`config.mk`:
```
export PLATFORM = sky130hd
export DESIGN_NAME = pulse_space_duration_classifier
export DESIGN_NICKNAME = d
export VERILOG_FILES = /design/src/rtl/core/psdc_pkg.sv /design/src/rtl/core/psdc_dp.sv /design/src/rtl/core/psdc_ctrl.sv /design/src/rtl/core/pulse_space_duration_classifier.sv
export SDC_FILE = /design/constraint.sdc
export NUM_CORES = 1
export LEC_CHECK = 0
export BUFFER_PORTS_ARGS = -buffer_cell sky130_fd_sc_hd__buf_2
export CAP_MARGIN = 30
export CORE_ASPECT_RATIO = 1.2
export CORE_MARGIN = 3
export CORE_UTILIZATION = 40
export CTS_CLUSTER_SIZE = 8
export DETAILED_ROUTE_END_ITERATION = 10
export SETUP_SLACK_MARGIN = 0.05
export SLEW_MARGIN = 20
export SYNTH_ARGS = -nofsm -noshare
export SYNTH_HDL_FRONTEND = slang
export SYNTH_HIERARCHICAL = 1
export SYNTH_SLANG_ARGS = --single-unit
```
`constraint.sdc`:
```
create_clock -name clk -period 9.1 [get_ports clk]
set_input_delay 1.82 -clock clk [delete_from_list [all_inputs] [get_ports clk]]
set_output_delay 1.82 -clock clk [all_outputs]
set_load 0.01 [all_outputs]
```
`src/rtl/core/psdc_pkg.sv`:
```
package psdc_pkg;

  // Number of duration buckets; class codes and counts stay 4 bits wide.
  localparam int unsigned NUM_BUCKETS = 15;
  localparam int unsigned IDX_W       = 4;

  typedef logic [IDX_W-1:0] idx_t;

  localparam idx_t        CLASS_OVF = 4'hF;
  localparam logic [15:0] SIG_HITS  = 16'd2;

  // Input command codes.
  localparam logic CMD_CLASSIFY = 1'b0;
  localparam logic CMD_CLEAR    = 1'b1;

  // Data type codes.
  localparam logic [1:0] DT_SPACE = 2'd0;
  localparam logic [1:0] DT_PULSE = 2'd1;
  localparam logic [1:0] DT_BOTH  = 2'd2;

  typedef struct packed {
    logic [15:0] low;
    logic [15:0] high;
    logic [15:0] hits;
    logic [15:0] phits;
  } entry_t;

  // Commands from the controller to the datapath.
  typedef struct packed {
    logic accept;
    logic clear;
    logic cls_start;
    logic sel_space;
    logic upd;
    logic dt_start;
    logic dt_latch;
  } dp_cmd_t;

  typedef struct packed {
    logic pass_done;
  } dp_stat_t;

  // Matching tolerance grows with the duration.
  function automatic logic [10:0] tol_of(input logic [15:0] v);
    logic [10:0] t;
    if (v < 16'd1000) begin
      t = 11'd150;
    end else if (v < 16'd2000) begin
      t = 11'd200;
    end else if (v < 16'd3000) begin
      t = 11'd300;
    end else if (v < 16'd4000) begin
      t = 11'd400;
    end else if (v < 16'd5000) begin
      t = 11'd600;
    end else begin
      t = 11'd2000;
    end
    return t;
  endfunction

endpackage

```
`src/rtl/core/psdc_dp.sv`:
```
module psdc_dp (
  input  logic               clk,
  input  logic               rst,
  input  psdc_pkg::dp_cmd_t  dcmd,
  output psdc_pkg::dp_stat_t dstat,
  input  logic [15:0]        pulse_us,
  input  logic [15:0]        space_us,
  output logic [3:0]         pulse_class,
  output logic [3:0]         space_class,
  output logic [3:0]         buckets_used,
  output logic [1:0]         data_type
);

  psdc_pkg::entry_t mem [psdc_pkg::NUM_BUCKETS];
  psdc_pkg::entry_t rd_data;
  psdc_pkg::entry_t sel;
  psdc_pkg::entry_t wr_data;

  psdc_pkg::idx_t count;
  psdc_pkg::idx_t idx;
  psdc_pkg::idx_t chk_idx;
  psdc_pkg::idx_t sel_idx;
  psdc_pkg::idx_t wr_idx;
  psdc_pkg::idx_t new_cls;
  psdc_pkg::idx_t pc;
  psdc_pkg::idx_t sc;

  logic        active;
  logic        chk_v;
  logic        mode_dt;
  logic        hit_f;
  logic        near_f;
  logic        wr_en;
  logic        grow;
  logic        hit;
  logic [15:0] span;
  logic [15:0] best_dist;
  logic [15:0] pulse_r;
  logic [15:0] space_r;
  logic [15:0] val;
  logic [10:0] tol;
  logic [15:0] sp_hits;
  logic [3:0]  pcls;
  logic [3:0]  scls;
  logic [1:0]  dtype;

  assign dstat.pass_done = !active && !chk_v;

  assign pulse_class  = pcls;
  assign space_class  = scls;
  assign buckets_used = count;
  assign data_type    = dtype;

  // Compare stage, one entry per cycle.
  assign hit  = (rd_data.low <= val) && (val <= rd_data.high);
  assign span = (val < rd_data.low) ? (rd_data.low - val) : (val - rd_data.high);
  assign sp_hits = (rd_data.hits >= rd_data.phits) ? (rd_data.hits - rd_data.phits) : 16'd0;

  always_comb begin
    wr_en   = 1'b0;
    wr_idx  = sel_idx;
    wr_data = sel;
    new_cls = psdc_pkg::CLASS_OVF;
    grow    = 1'b0;
    if (dcmd.upd) begin
      if (hit_f || near_f) begin
        wr_en         = 1'b1;
        wr_data.low   = (val < sel.low) ? val : sel.low;
        wr_data.high  = (val > sel.high) ? val : sel.high;
        wr_data.hits  = sel.hits + 16'd1;
        wr_data.phits = dcmd.sel_space ? sel.phits : sel.phits + 16'd1;
        new_cls       = sel_idx;
      end else if (count < psdc_pkg::idx_t'(psdc_pkg::NUM_BUCKETS)) begin
        wr_en         = 1'b1;
        wr_idx        = count;
        wr_data.low   = val;
        wr_data.high  = val;
        wr_data.hits  = 16'd1;
        wr_data.phits = dcmd.sel_space ? 16'd0 : 16'd1;
        new_cls       = count;
        grow          = 1'b1;
      end
    end
  end

  always_ff @(posedge clk) begin
    if (wr_en) begin
      mem[wr_idx] <= wr_data;
    end
    if (active) begin
      rd_data <= mem[idx];
    end
  end

  always_ff @(posedge clk) begin
    if (rst) begin
      active <= 1'b0;
      chk_v  <= 1'b0;
      count  <= '0;
    end else begin
      chk_v <= active;
      if (dcmd.cls_start || dcmd.dt_start) begin
        active <= (count != '0);
      end else if (active && (idx == count - 4'd1)) begin
        active <= 1'b0;
      end
      if (dcmd.clear) begin
        count <= '0;
      end else if (grow) begin
        count <= count + 4'd1;
      end
    end
  end

  always_ff @(posedge clk) begin
    chk_idx <= idx;
    if (dcmd.cls_start || dcmd.dt_start) begin
      idx <= '0;
    end else if (active) begin
      idx <= idx + 4'd1;
    end

    if (dcmd.accept) begin
      pulse_r <= pulse_us;
      space_r <= space_us;
      pcls    <= '0;
      scls    <= '0;
    end

    if (dcmd.cls_start) begin
      mode_dt <= 1'b0;
      hit_f   <= 1'b0;
      near_f  <= 1'b0;
      val     <= dcmd.sel_space ? space_r : pulse_r;
      tol     <= psdc_pkg::tol_of(dcmd.sel_space ? space_r : pulse_r);
    end else if (dcmd.dt_start) begin
      mode_dt <= 1'b1;
      pc      <= '0;
      sc      <= '0;
    end else if (chk_v && mode_dt) begin
      pc <= pc + ((rd_data.phits >= psdc_pkg::SIG_HITS) ? 4'd1 : 4'd0);
      sc <= sc + ((sp_hits >= psdc_pkg::SIG_HITS) ? 4'd1 : 4'd0);
    end else if (chk_v && !hit_f) begin
      // The first window hit wins; otherwise the strictly nearest edge in tolerance.
      if (hit) begin
        hit_f   <= 1'b1;
        sel     <= rd_data;
        sel_idx <= chk_idx;
      end else if ((span <= {5'd0, tol}) && (!near_f || (span < best_dist))) begin
        near_f    <= 1'b1;
        best_dist <= span;
        sel       <= rd_data;
        sel_idx   <= chk_idx;
      end
    end

    if (dcmd.upd) begin
      if (dcmd.sel_space) begin
        scls <= new_cls;
      end else begin
        pcls <= new_cls;
      end
    end

    if (dcmd.dt_latch) begin
      if ((pc <= 4'd1) && (sc >= 4'd2)) begin
        dtype <= psdc_pkg::DT_SPACE;
      end else if ((sc <= 4'd1) && (pc >= 4'd2)) begin
        dtype <= psdc_pkg::DT_PULSE;
      end else begin
        dtype <= psdc_pkg::DT_BOTH;
      end
    end
  end

  a_chk_in_range: assert property (@(posedge clk) disable iff (rst)
    chk_v |-> (chk_idx < count))
    else $error("compare stage holds an entry beyond the open buckets");

  a_grow_bounded: assert property (@(posedge clk) disable iff (rst)
    grow |=> (count <= psdc_pkg::idx_t'(psdc_pkg::NUM_BUCKETS)) && (count != '0))
    else $error("bucket count grew past its limit");

endmodule

```
`src/rtl/core/psdc_ctrl.sv`:
```
module psdc_ctrl (
  input  logic               clk,
  input  logic               rst,
  input  logic               start,
  input  logic               cmd,
  output logic               busy,
  output logic               done,
  output psdc_pkg::dp_cmd_t  dcmd,
  input  psdc_pkg::dp_stat_t dstat
);

  typedef enum logic [3:0] {
    S_IDLE,
    S_P_START,
    S_P_SCAN,
    S_P_UPD,
    S_S_START,
    S_S_SCAN,
    S_S_UPD,
    S_D_START,
    S_D_SCAN
  } state_t;

  state_t state;

  assign busy = (state != S_IDLE);

  always_comb begin
    dcmd = '0;
    unique case (state)
      S_IDLE: begin
        dcmd.accept = start;
        dcmd.clear  = start && (cmd == psdc_pkg::CMD_CLEAR);
      end
      S_P_START: begin
        dcmd.cls_start = 1'b1;
      end
      S_P_UPD: begin
        dcmd.upd = 1'b1;
      end
      S_S_START: begin
        dcmd.cls_start = 1'b1;
        dcmd.sel_space = 1'b1;
      end
      S_S_UPD: begin
        dcmd.upd       = 1'b1;
        dcmd.sel_space = 1'b1;
      end
      S_D_START: begin
        dcmd.dt_start = 1'b1;
      end
      S_D_SCAN: begin
        dcmd.dt_latch = dstat.pass_done;
      end
      default: begin
        dcmd = '0;
      end
    endcase
  end

  always_ff @(posedge clk) begin
    if (rst) begin
      state <= S_IDLE;
      done  <= 1'b0;
    end else begin
      done <= 1'b0;
      unique case (state)
        S_IDLE: begin
          if (start) begin
            state <= (cmd == psdc_pkg::CMD_CLEAR) ? S_D_START : S_P_START;
          end
        end
        S_P_START: state <= S_P_SCAN;
        S_P_SCAN: begin
          if (dstat.pass_done) begin
            state <= S_P_UPD;
          end
        end
        S_P_UPD:   state <= S_S_START;
        S_S_START: state <= S_S_SCAN;
        S_S_SCAN: begin
          if (dstat.pass_done) begin
            state <= S_S_UPD;
          end
        end
        S_S_UPD:   state <= S_D_START;
        S_D_START: state <= S_D_SCAN;
        S_D_SCAN: begin
          if (dstat.pass_done) begin
            done  <= 1'b1;
            state <= S_IDLE;
          end
        end
        default: state <= S_IDLE;
      endcase
    end
  end

  a_done_pulse: assert property (@(posedge clk) disable iff (rst)
    done |=> !done)
    else $error("result strobe held longer than one cycle");

  a_accept_busy: assert property (@(posedge clk) disable iff (rst)
    (start && !busy) |=> busy)
    else $error("accepted word did not make the block busy");

endmodule

```
`src/rtl/core/pulse_space_duration_classifier.sv`:
```
// Channel   Signals                                     Handshake
// input     cmd, pulse_us, space_us                     start high while busy low
// result    pulse_class, space_class, buckets_used,     done high for one cycle
//           data_type
//
// A classify word runs a pulse, a space and a data-type pass; each pass reads the bucket
// memory one entry a cycle over the open buckets (at most 15). A clear word empties the
// bucket set and runs only the data-type pass. busy falls in the cycle done is high.
// rst (synchronous) empties the bucket set; the bucket memory itself is not cleared.
// The receiver cannot stall: done is high for one cycle only; pulse_class and space_class hold until the next word.
module pulse_space_duration_classifier (
  input  logic        clk,
  input  logic        rst,
  input  logic        start,
  output logic        busy,
  input  logic        cmd,
  input  logic [15:0] pulse_us,
  input  logic [15:0] space_us,
  output logic        done,
  output logic [3:0]  pulse_class,
  output logic [3:0]  space_class,
  output logic [3:0]  buckets_used,
  output logic [1:0]  data_type
);

  psdc_pkg::dp_cmd_t  dcmd;
  psdc_pkg::dp_stat_t dstat;

  psdc_ctrl u_ctrl (
    .clk   (clk),
    .rst   (rst),
    .start (start),
    .cmd   (cmd),
    .busy  (busy),
    .done  (done),
    .dcmd  (dcmd),
    .dstat (dstat)
  );

  psdc_dp u_dp (
    .clk          (clk),
    .rst          (rst),
    .dcmd         (dcmd),
    .dstat        (dstat),
    .pulse_us     (pulse_us),
    .space_us     (space_us),
    .pulse_class  (pulse_class),
    .space_class  (space_class),
    .buckets_used (buckets_used),
    .data_type    (data_type)
  );

endmodule
```
======== Word level (Yosys, flattened, before mapping) ========
Memory sizes are Yosys's and may differ from the RTL's. A register that Yosys moved wholly into a read port is not among the register bits.
Cells that the tools add are included.
W data, S select, Z words.
operators by class
  add/sub/neg operators ................... 10
  $lt $le $gt $ge ......................... 20
  eq/ne operators ......................... 13
  mux-type cells .......................... 56
  bitwise gates (word level) .............. 5
  reductions and logical operators ........ 35
operator list
  kind                     number
  $mux W64                 5
  $mux W16                 6
  $mux W4                  19
  $lt A16 B16 Y1           3
  $sub A16 B16 Y16         3
  $pmux W4 S9              1
  $add A16 B1 Y16 const B  2
  $ge A16 B2 Y1 const B    2
  $le A16 B16 Y1           2
  $lt A16 B12 Y1 const B   2
  $mux W1                  18
  $mux W9                  2
  $eq A4 B3 Y1 const B     4
  $ge A16 B16 Y1           1
  $gt A16 B16 Y1           1
  $le A16 B11 Y1           1
  $lt A16 B10 Y1 const B   1
  $lt A16 B11 Y1 const B   1
  $lt A16 B13 Y1 const B   1
  $reduce_or A2 Y1         6
  $mux W11                 1
  $reduce_and A5 Y1        2
  $logic_and A1 B1 Y1      9
  $add A4 B1 Y4 const B    2
  24 further kinds         44
storage, ports and cells
  flip-flop bits (word level) ............. 183
  memory bits (writable) .................. 960
  memories ................................ 1
memories
  memory    depth  width  read ports  clocked after memory_dff  wr ports  RTL line       text
  u_dp.mem  15     64     1           1                         1         psdc_dp.sv:14  psdc_pkg::entry_t mem [psdc_pkg::NUM_BUCKETS];

======== Logic depth before layout (Yosys ltp) ========
Gate-level depths: netlist (run 1).
  depth in word-level cells ............... 9
  mapped depth ............................ 23
  depth with buffers taken out ............ 21

======== By module ========
The synthesis (run 1) kept the hierarchy.
modules (own cells, without submodules)
  module     times used  cells an instance  area an instance (um^2)  seq. area each (um^2)
  psdc_dp    1           2712               49571.3                  35814.3
  psdc_ctrl  1           49                 377.9                    100.1

======== Worst setup path before layout (run 1) ========
No wires, ideal clock.
  path kind ............................... flip-flop to flip-flop
  from .................................... register u_dp.val[0]
  to ...................................... register u_dp/sel[0] (netlist bit) (enable)
  setup time .............................. 0.502 ns
  arrival ................................. 6.813 ns
  required time ........................... 8.598 ns
  slack ................................... 1.784 ns
  stages on the path, launching flop included .. 23
  buffers on the path ..................... 3
  period minus slack after synthesis ...... 7.316 ns
  cell sequence ........................... edfxtp_1 ha_1 inv_1 fa_1 nand3_1 a21oi_1 o31ai_1 a21oi_1 clkbuf_8 clkbuf_1 clkbuf_1 nand2_1 o21ai_0 ha_1 nor2b_1 o21a_1 o21ai_0 a21oi_1 o21ai_0 a21oi_1 a21boi_0 nand4bb_1 o21ai_1
on the way
  word-level cells in the longest chain between the ends .. 7
  elaborated cells between the ends (all ways) .. 13
RTL lines
  what                                                       RTL line        text
  start: declaration                                         psdc_dp.sv:40   logic [15:0] val;
  start signal: assignment                                   psdc_dp.sv:134  val <= dcmd.sel_space ? space_r : pulse_r;
  $sub A16 B16 Y16 / $lt A16 B16 Y1 (equally long branches)  psdc_dp.sv:56   assign span = (val < rd_data.low) ? (rd_data.low - val) : (val - rd_data.high);
  $mux W16 *                                                 psdc_dp.sv:56
  net u_dp.span[2]                                           psdc_dp.sv:36   logic [15:0] span;
  $lt A16 B16 Y1                                             psdc_dp.sv:149  end else if ((span <= {5'd0, tol}) && (!near_f || (span < best_dist))) begin
  $logic_or A1 B1 Y1                                         psdc_dp.sv:149
  $logic_and A1 B1 Y1 *                                      psdc_dp.sv:149
  $reduce_bool A2 Y1 (no source line) *                      n/a
  $reduce_and A5 Y1 (no source line) *                       n/a
  end signal: assignment                                     psdc_dp.sv:147  sel <= rd_data;
  end signal: assignment                                     psdc_dp.sv:152  sel <= rd_data;
  end: declaration                                           psdc_dp.sv:16   psdc_pkg::entry_t sel;
Mark *: on every way through the listed nets, which the timed path passes. The rest lies on a longest branch.
A chain may end at the register's enable or synchronous reset.

======== Worst setup path after layout (run 1) ========
  from .................................... register u_dp.val[1]
  to ...................................... register u_dp/sel[28] (netlist bit) (enable)
The elaborated chain is that of the path after synthesis.

==> results of run 1 <==
==> layer usage <==
layer | GRT usage | wire length [microns]
met1 | 0.2476 | 49790
met3 | 0.03224 | 7101
met4 | 0.05634 | 2869
met2 | 0.3161 | 59890
met5 | 0 | 0
==> area by class of cell <==
cell class / instances / area [sq um] / share of cell area
sequential: 1206 / 35930 / 0.6242
multi-input combinational: 1307 / 13270 / 0.2306
clock buffer: 208 / 4418 / 0.07674
tap: 1644 / 2057 / 0.03573
timing repair buffer: 150 / 1171 / 0.02034
inverter: 138 / 518.0 / 0.008998
clock inverter: 13 / 198.9 / 0.003456
==> critical path, stage by stage, from the launching register on <==
cell and delay [ns]:
edfxtp_1 0.49, inv_1 0.17, ha_1 0.26, nand2b_1 0.10, a21oi_1 0.13, or4_1 0.56
and2_4 0.19, o21a_1 0.16, nor2_1 0.10, xnor2_1 0.13, nand2_1 0.07, o21ai_0 0.20
ha_1 0.34, a21o_1 0.16, a21oi_1 0.15, nor2b_1 0.06, o21ai_0 0.15, a21oi_1 0.09
o21a_1 0.16, o21ai_0 0.16, o221ai_1 0.27, o21ai_4 0.20, buf_4 0.47, buf_16 0.30
==> report_power, final <==
group	internal, uW	switching [uW]
Combinational	1770	2380
Sequential	6690	254
Clock	3360	2210
Total	11800	4850
==> cell usage in the layout, fill, tap and decap left out, drive strengths merged, types with 7 or more instances in the layout <==
master / count
o21ai: 158
nand2b: 14
o31ai: 11
clkbuf: 212
a21oi: 63
nand4: 31
mux2: 17
nand2: 146
nand3b: 10
inv: 146
xor2: 26
o21a: 10
mux2i: 107
a31oi: 9
or2: 11
a221oi: 7
xnor2: 22
mux4: 256
buf: 146
a211oi: 9
a21o: 28
nor4: 7
edfxtp: 1176
dfxtp: 30
nand3: 37
nor2: 91
nor2b: 16
nor3: 28
and3: 12
ha: 113
==> worst max path at each step <==
stage,to,from,slack (ns)
after floorplan,u_dp/sel[0]$_DFFE_PP_,u_dp/val[0]$_DFFE_PP_,1.78
after global placement,u_dp/sel[28]$_DFFE_PP_,u_dp/val[1]$_DFFE_PP_,3.54
after detailed placement,u_dp/sel[10]$_DFFE_PP_,u_dp/val[1]$_DFFE_PP_,3.62
after CTS,u_dp/sel[28]$_DFFE_PP_,u_dp/val[1]$_DFFE_PP_,3.60
after global routing,u_dp/sel[12]$_DFFE_PP_,u_dp/val[1]$_DFFE_PP_,3.20
final,u_dp/sel[28]$_DFFE_PP_,u_dp/val[1]$_DFFE_PP_,3.62
==> cell usage after synthesis, types with 30 or more instances <==
cell type,number
nand4_1,31
nand3_1,37
nor2_1,90
ha_1,113
mux2i_1,107
mux4_2,256
a21oi_1,63
inv_1,138
clkbuf_1,69
dfxtp_1,30
nand2_1,146
o21ai_0,152
edfxtp_1,1176
==> cell families after synthesis <==
group                      Yosys count  synth area share
AOI/OAI and AO/OA                  338           0.04188
DFF                               1206            0.7190
xor gates and xnor gates            48          0.008417
buffers and inverters              248           0.01944
muxes                              380            0.1407
and+or+nand+nor                    425           0.04103
adders and majority gates          116           0.02951
==> sequential cells by signal, indices dropped and copies added (netlist names), 4 cells and up <==
| register | count |
|---|---|
| u_ctrl/state | 4 |
| u_dp/best_dist | 16 |
| u_dp/buckets_used | 4 |
| u_dp/chk_idx | 4 |
| u_dp/idx | 4 |
| u_dp/mem | 960 |
| u_dp/pc | 4 |
| u_dp/pulse_class | 4 |
| u_dp/pulse_r | 16 |
| u_dp/rd_data | 64 |
| u_dp/sc | 4 |
| u_dp/sel | 64 |
| u_dp/sel_idx | 4 |
| u_dp/space_class | 4 |
| u_dp/space_r | 16 |
| u_dp/tol | 10 |
| u_dp/val | 16 |
==> per-stage QoR <==
step	setup WS [ns]	hold slack [ns]	area, sq um
floorplan	1.784	0.3529	49950
global placement	3.538	0.3915	52560
detailed placement	3.621	0.4010	52780
CTS	3.605	0.3826	57390
global route	3.200	0.3946	57570
finish	3.620	0.3888	57570
==> flow_metrics.env, run 1 <==
export IMPL_coreArea_sq_um=123500
export IMPL_overflow=0
export IMPL_cp_end_kind="register"
export IMPL_routed_wl_mm=119.7
export IMPL_period_needed_ns=5.480
export IMPL_power_density_nw_per_um2=289.5
export IMPL_diodes=0
export IMPL_setup_tns_ns=0
export IMPL_layout_cells_non_filler=4666
export IMPL_synth_edf_count=1176
export IMPL_die_h_microns=393.1
export IMPL_hold_buffers=0
export IMPL_vdd_ir_drop_max_mv=0.2134
export IMPL_ys_top_cells_by_area="edfxtp_1 71%, mux4_2 12%, ha_1 2.8%"
export IMPL_status="completed"
export IMPL_slew_violations=0
export IMPL_viasPerCell=5.569
export IMPL_fmax_mhz=182.5
export IMPL_cts_root_buf="clkbuf_16"
export IMPL_tritoncts="yes"
export IMPL_post_cts_buffers=0
export IMPL_drt_iter0_drc=2376
export IMPL_dpl_hpwl_mm=68.33
export IMPL_dp_cells=4436
export IMPL_worstHoldPathType="register to register"
export IMPL_slew_limit_headroom=0.3361
export IMPL_grt_use_total=0.1868
export IMPL_numPortBuffers=51
export IMPL_r2r_start="u_dp/val[1]$_DFFE_PP_"
export IMPL_synth_largest_area_cell="edfxtp_1"
export IMPL_grt_pass1_vias=27380
export IMPL_ys_seq_area_frac=0.7190
export IMPL_crit_required_ns=9.52
export IMPL_avgSynthCellArea_sq_um=18.09
export IMPL_drt_first_pass_iters=6
export IMPL_cts_sinks=1206
export IMPL_min_to="u_dp/sel_idx[1]$_DFFE_PP_"
export IMPL_fin_nets=3124
export IMPL_start_util=0.4045
export IMPL_timing_rr_end="u_dp/sel[28]$_DFFE_PP_"
export IMPL_arrival_ns=5.90
export IMPL_yosys_most_used_dff="edfxtp_1"
export IMPL_clock_path_buffers=3
export IMPL_hold_viol=0
export IMPL_worst_pin_slew_ns=0.9893
export IMPL_clk_pin_slew_worst_paths_ns=0.06
export IMPL_cts_resized=0
export IMPL_antenna_found_initial=6
export IMPL_crit_path_max_fanout=41
export IMPL_crit_path_start_kind="register"
export IMPL_fin_crit_sh=0.6022
export IMPL_layout_drive_gt1_share=0.2234
export IMPL_die_w_microns=328.6
export IMPL_routedWlPerCell_microns=25.64
export IMPL_synth_distinct_cells=79
export IMPL_synthCells=2761
export IMPL_area_delta_synth_final_pct=15.26
export IMPL_ios=52
export IMPL_drv_cap=0
export IMPL_grt_max_degree=147
export IMPL_fin_util=0.4662
export IMPL_hold_depth=0
export IMPL_total_power_uw=16670
export IMPL_synth_top_area_share=0.7070
export IMPL_nFillCells=10370
export IMPL_rr_worst_depth=23
export IMPL_drcViolationCount=0
export IMPL_num_vias=25980
export IMPL_async_flop_share=0
export IMPL_dieArea_sq_um=129200
export IMPL_setup_viol=0
export IMPL_leakage_uw=0.01878
export IMPL_cts_made_buffers=169
export IMPL_yosys_warnings=6
export IMPL_grt_pass1_wl_mm=177.3
export IMPL_ctsHtreeMaxLevel=4
export IMPL_syn_nets=2913
export IMPL_insertion_delay_ns=0.76
export IMPL_crit_type="register to register"
export IMPL_netlist_area_sq_um=49950
export IMPL_rsz0062_at_grt="false"
export IMPL_antenna_left=0
export IMPL_rows=141
export IMPL_reg2reg_slack_ns=3.62
export IMPL_gp_congestion=0.8831
export IMPL_fin_skew_ns=0.02964
export IMPL_ys_seq_elements=1206
export IMPL_min_delay_start="u_dp/chk_idx[1]$_DFF_P_"
(Power assumes the default switching activity.)
==> run 2, diff against run 1 <==
==> constraint.sdc (replaced) <==
create_clock -name clk -period 5 [get_ports clk]
set_input_delay 1 -clock clk [delete_from_list [all_inputs] [get_ports clk]]
set_output_delay 1 -clock clk [all_outputs]
set_load 0.01 [all_outputs]
==> flow_metrics.env, run 2 (synthesis results as in run 1) <==
export IMPL_fin_nets=3137
export IMPL_drt_iter0_drc=2574
export IMPL_reg_top3="u_dp/mem (960), u_dp/rd_data (64), u_dp/sel (64)"
export IMPL_hold_buffers=0
export IMPL_final_common_cell="edfxtp_1"
export IMPL_clock_path_buffers=3
export IMPL_cts_root_buf="clkbuf_16"
export IMPL_worst_pin_slew_ns=1.019
export IMPL_design_area_sq_um=57820
export IMPL_coreArea_sq_um=123500
export IMPL_rows=141
export IMPL_gp_congestion=0.8865
export IMPL_antenna_left=0
export IMPL_slew_limit_headroom=0.3205
export IMPL_ios=52
export IMPL_numPortBuffers=51
export IMPL_viasPerCell=5.645
export IMPL_drcViolationCount=0
export IMPL_die_w_microns=328.6
export IMPL_overflow=0
export IMPL_largest_reg_flops=960
export IMPL_fin_crit_sh=0.9284
export IMPL_routed_wl_mm=118.6
export IMPL_routedWlPerCell_microns=25.36
export IMPL_vdd_ir_drop_max_mv=0.3025
export IMPL_layout_cells_non_filler=4679
export IMPL_crit_type="register to register"
export IMPL_drv_cap=0
export IMPL_crit_path_max_fanout=23
export IMPL_cpPeakStageDelay_ns=0.56
export IMPL_grt_pass1_vias=27660
export IMPL_dpl_hpwl_mm=67.94
export IMPL_grt_use_total=0.1858
export IMPL_cpMostUsedCell="a21oi_1"
export IMPL_grt_max_degree=81
export IMPL_cts_sinks=1206
export IMPL_setup_viol=0
export IMPL_crit_path_start_kind="register"
export IMPL_cp_end_kind="register"
export IMPL_rsz0062_at_grt="false"
export IMPL_dpl_cell_area_sq_um=53070
export IMPL_layout_drive_gt1_share=0.2303
export IMPL_fin_skew_ns=0.02514
export IMPL_dieArea_sq_um=129200
export IMPL_crit_required_ns=5.43
export IMPL_drt_first_pass_iters=5
export IMPL_ctsHtreeMaxLevel=4
export IMPL_period_needed_ns=4.642
export IMPL_num_vias=26410
export IMPL_dp_cells=4451
export IMPL_area_delta_synth_final_pct=15.76
export IMPL_slowest_stage="or4_1"
export IMPL_cts_made_buffers=169
export IMPL_slew_violations=0
export IMPL_path_cells="inv_1 > ha_1 > o21ai_1 > a21oi_1 > or4_1 > and2_4 > o21a_1 > nor2_1 > xnor2_1 > nand2_1 > o21ai_2 > ha_1 > a21o_1 > a21oi_1 > nor2b_1 > o21ai_0 > a21oi_1 > o21a_1 > o21ai_1 > o221ai_2 > o21ai_4 > buf_12 > buf_12"
export IMPL_insertion_delay_ns=0.75
export IMPL_top_register="u_dp/mem"
export IMPL_die_h_microns=393.1
export IMPL_arrival_ns=5.07
export IMPL_status="completed"
export IMPL_worstHoldPathType="register to register"
export IMPL_power_density_nw_per_um2=527.1
export IMPL_tritoncts="yes"
export IMPL_leakage_uw=0.01886
export IMPL_grt_pass1_wl_mm=177.1
export IMPL_fmax_mhz=215.4
export IMPL_final_cell_mix="1,176 x edfxtp_1, 256 x mux4_2, 170 x clkbuf_16"
export IMPL_setup_tns_ns=0
export IMPL_clk_pin_slew_worst_paths_ns=0.05
export IMPL_start_util=0.4045
export IMPL_antenna_found_initial=2
export IMPL_diodes=0
export IMPL_hold_viol=0
[run 2: metrics by stage]
step / total power (uW) / worst slack, ns / hold WS, ns / utilization
2_1_floorplan: 18170 / 0.05818 / 0.3529 / -
3_3_place_gp: 20340 / 0.1699 / 0.3888 / 0.4292
3_5_place_dp: 20530 / 0.2525 / 0.3950 / 0.4297
4_1_cts: 30750 / 0.2329 / 0.3699 / 0.4673
5_1_grt: 31950 / 0.05471 / 0.3901 / 0.4682
6_report: 30480 / 0.3579 / 0.4044 / 0.4682
[run 2: worst max-delay path: cells and delay by family (launching register included)]
family | cells | cell delay, ns
adders and majority gates | 2 | 0.57
xor gates and xnor gates | 1 | 0.13
AOI/OAI and AO/OA | 12 | 1.71
and+or+nand+nor | 5 | 1.00
DFF | 1 | 0.44
buffers and inverters | 3 | 0.47
[run 2: layout make-up]
type | instances | area, sq um
clock inverter | 13 | 237.7
multi-input combinational | 1307 | 13310
sequential | 1206 | 35930
fill | 10300 | 65670
inverter | 138 | 518.0
tap | 1644 | 2057
clock buffer | 208 | 4397
timing repair buffer | 163 | 1368
[run 2: worst paths after layout]
path / startpoint / end / cells past startpoint / slack (ns)
worst max register to register: u_dp/val[3]$_DFFE_PP_ / u_dp/sel[16]$_DFFE_PP_ / 23 / 0.36
worst min-delay path: u_dp/chk_idx[3]$_DFF_P_ / u_dp/sel_idx[3]$_DFFE_PP_ / 0 / 0.40
worst min register to register: u_dp/chk_idx[3]$_DFF_P_ / u_dp/sel_idx[3]$_DFFE_PP_ / 0 / 0.40
worst max-delay path: u_dp/val[3]$_DFFE_PP_ / u_dp/sel[16]$_DFFE_PP_ / 23 / 0.36
[run 2: power breakdown]
part / internal, uW / total (uW) / switching (uW)
Clock: 6140 / 10100 / 3970
Sequential: 12200 / 12700 / 493
Combinational: 3330 / 7700 / 4370
[run 2: timing repair]
item | 4_1_cts | 5_1_grt
gates resized for setup | 0 | 3
buffers inserted | 0 | 2
endpoints found under the setup margin | 0 | 40
[run 2: routing by layer]
layer  GRT usage  wire length (microns)  vias up
li1            -                      -    11450
met1      0.2493                  49380    13870
met2      0.3120                  59230      890
met3     0.02942                   7050      206
met4     0.05911                   2968        2
met5           0                     12        -
==> run 3, diff against run 2 <==
--- a/config.mk
+++ b/config.mk
@@ -7,11 +7,14 @@
 export LEC_CHECK = 0
 export BUFFER_PORTS_ARGS = -buffer_cell sky130_fd_sc_hd__buf_2
 export CAP_MARGIN = 30
+export CELL_PAD_IN_SITES_DETAIL_PLACEMENT = 0
+export CELL_PAD_IN_SITES_GLOBAL_PLACEMENT = 2
 export CORE_ASPECT_RATIO = 1.2
 export CORE_MARGIN = 3
 export CORE_UTILIZATION = 40
 export CTS_CLUSTER_SIZE = 8
 export DETAILED_ROUTE_END_ITERATION = 10
+export PLACE_DENSITY_LB_ADDON = 0.1
 export SETUP_SLACK_MARGIN = 0.05
 export SLEW_MARGIN = 20
 export SYNTH_ARGS = -nofsm -noshare
==> flow_metrics.env, run 3 (synthesis results as in run 1) <==
export IMPL_dpl_hpwl_mm=77.06
export IMPL_insertion_delay_ns=0.79
export IMPL_rr_worst_depth=19
export IMPL_viasPerCell=5.514
export IMPL_arrival_ns=5.18
export IMPL_hold_viol=0
export IMPL_final_common_cell="edfxtp_1"
export IMPL_die_h_microns=393.1
export IMPL_fin_skew_ns=0.03187
export IMPL_m1WireLength_mm=52.63
export IMPL_timing_rr_end="u_dp/sel[15]$_DFFE_PP_"
export IMPL_tritoncts="yes"
export IMPL_fin_crit_sh=0.9421
export IMPL_start_util=0.4045
export IMPL_numPortBuffers=51
export IMPL_gp_congestion=0.8222
export IMPL_grt_pass1_wl_mm=189.6
export IMPL_crit_path_start_kind="register"
export IMPL_drv_cap=0
export IMPL_r2r_start="u_dp/val[0]$_DFFE_PP_"
export IMPL_drt_first_pass_iters=6
export IMPL_drcViolationCount=0
export IMPL_routed_wl_mm=130.3
export IMPL_pwr_share_seq=0.410
export IMPL_coreArea_sq_um=123500
export IMPL_nFillCells=10390
export IMPL_slew_violations=0
export IMPL_antenna_found_initial=2
export IMPL_swShare=0.2996
export IMPL_area_delta_synth_final_pct=16.56
export IMPL_cp_end_kind="register"
export IMPL_grt_max_degree=74
export IMPL_crit_type="register to register"
export IMPL_fin_nets=3165
export IMPL_timing_hold_ws_ns=0.3943
export IMPL_comb_power_share=0.259
export IMPL_multi_input_comb_area_sq_um=13310
export IMPL_status="completed"
export IMPL_clock_path_buffers=3
export IMPL_final_cell_mix="1,176 x edfxtp_1, 256 x mux4_2, 170 x clkbuf_16"
export IMPL_crit_required_ns=5.47
export IMPL_ctsHtreeMaxLevel=4
export IMPL_cts_made_buffers=168
export IMPL_cts_root_buf="clkbuf_16"
export IMPL_reg_top3="u_dp/mem (960), u_dp/rd_data (64), u_dp/sel (64)"
export IMPL_min_delay_start="space_us[2]"
export IMPL_antenna_left=0
export IMPL_grt_use_total=0.2050
export IMPL_vdd_ir_drop_max_mv=0.3487
export IMPL_fmax_mhz=212.3
export IMPL_rows=141
export IMPL_grt_pass1_vias=27270
export IMPL_setup_viol=0
export IMPL_routedWlPerCell_microns=27.67
export IMPL_critPathLaunch="u_dp/val[0]$_DFFE_PP_"
export IMPL_dieArea_sq_um=129200
export IMPL_highest_layer="met5"
export IMPL_die_w_microns=328.6
export IMPL_power_density_nw_per_um2=531.6
export IMPL_drt_iter0_drc=2297
export IMPL_min_to="u_dp/space_r[2]$_DFFE_PP_"
export IMPL_ios=52
export IMPL_overflow=0
export IMPL_crit_path_max_fanout=8
export IMPL_top_register="u_dp/mem"
export IMPL_power_share_clock=0.331
export IMPL_cts_sinks=1206
export IMPL_num_vias=25970
export IMPL_setup_tns_ns=0
export IMPL_reg2reg_slack_ns=0.29
export IMPL_largest_reg_flops=960
export IMPL_worst_pin_slew_ns=0.9142
export IMPL_leakage_uw=0.01903
export IMPL_hold_depth=1
export IMPL_wl_met2_mm=67.58
export IMPL_clk_pin_slew_worst_paths_ns=0.06
export IMPL_worstHoldPathType="primary input to register"
export IMPL_slew_limit_headroom=0.3864
export IMPL_p_switching_uw=9274
export IMPL_wl_met3_mm=5.827
export IMPL_layout_drive_gt1_share=0.2356
export IMPL_final_seq_area_sq_um=35930
export IMPL_rsz0062_at_grt="false"
export IMPL_period_needed_ns=4.710
export IMPL_internal_power_uw=21680
run 3: cell types whose count changed in the layout (fill, tap and decap cells not counted), moves of 10 or more:
| cell | delta |
|---|---|
| buf_4 | +22 |
| mux2i_2 | -11 |
| buf_12 | +10 |
| mux2i_1 | +11 |
run 3: area by class of cell:
type | count | share of cell area
antenna | 1 | 0.00004298
tap | 1644 | 0.03533
clock inverter | 14 | 0.005136
multi-input combinational | 1307 | 0.2286
inverter | 138 | 0.008897
sequential | 1206 | 0.6172
timing repair buffer | 192 | 0.02966
clock buffer | 208 | 0.07515
run 3: power by group through the flow:
stage | Combinational (uW) | Clock [uW] | Sequential, uW
final | 8030 | 10200 | 12700
after global routing | 8820 | 11000 | 12700
after CTS | 8060 | 10500 | 12700
after detailed placement | 8020 | 0 | 12900
after global placement | 7970 | 0 | 12900
after floorplan | 5580 | 0 | 12600
run 3: metal layers:
metal / GRT usage / up-vias
li1: - / 11530
met2: 0.3567 / 618
met5: 0 / -
met4: 0.07376 / 2
met1: 0.2557 / 13600
met3: 0.03873 / 229
run 3: timing repair:
item / 4_1_cts / 5_1_grt
setup endpoints to repair: 0 / 79
hold buffers: 0 / 0
gates resized for setup: 0 / 9
buffers inserted: 0 / 12
run 3: worst max-delay path by stage:
stage / to / slack, ns / cells past startpoint
after floorplan: u_dp/sel[0]$_DFFE_PP_ / 0.06 / 21
after global placement: u_dp/sel[24]$_DFFE_PP_ / 0.13 / 23
after detailed placement: u_dp/sel[19]$_DFFE_PP_ / 0.1 / 22
after CTS: u_dp/sel[14]$_DFFE_PP_ / 0.11 / 22
after global routing: u_dp/sel[14]$_DFFE_PP_ / 0.04 / 23
final: u_dp/sel[15]$_DFFE_PP_ / 0.29 / 19
run 3: worst max-delay path, cell delays in order, from the launching register on:
cell and delay [ns]:
edfxtp_1 0.46, inv_1 0.15, ha_1 0.18, inv_1 0.05, fa_1 0.40, a21o_1 0.24
a221oi_2 0.36, o21ai_2 0.15, a2111oi_4 0.36, nor4b_1 0.11, a221oi_2 0.31, ha_1 0.32
o21ai_0 0.10, a21oi_1 0.08, o21a_1 0.20, o21ai_2 0.16, o221ai_2 0.16, o21ai_4 0.22
buf_12 0.19, buf_4 0.19
run 3: metrics by stage:
| step | utilization | setup WS, ns | total power (uW) | std cells | area (sq um) |
|---|---|---|---|---|---|
| 2_1_floorplan | - | 0.05818 | 18170 | 2761 | 50040 |
| 3_3_place_gp | 0.4314 | 0.1347 | 20860 | 4465 | 53280 |
| 3_5_place_dp | 0.4318 | 0.09914 | 20920 | 4469 | 53330 |
| 4_1_cts | 0.4697 | 0.1114 | 31310 | 4691 | 58000 |
| 5_1_grt | 0.4714 | 0.04379 | 32520 | 4709 | 58220 |
| 6_report | 0.4715 | 0.2896 | 30950 | 4710 | 58220 |
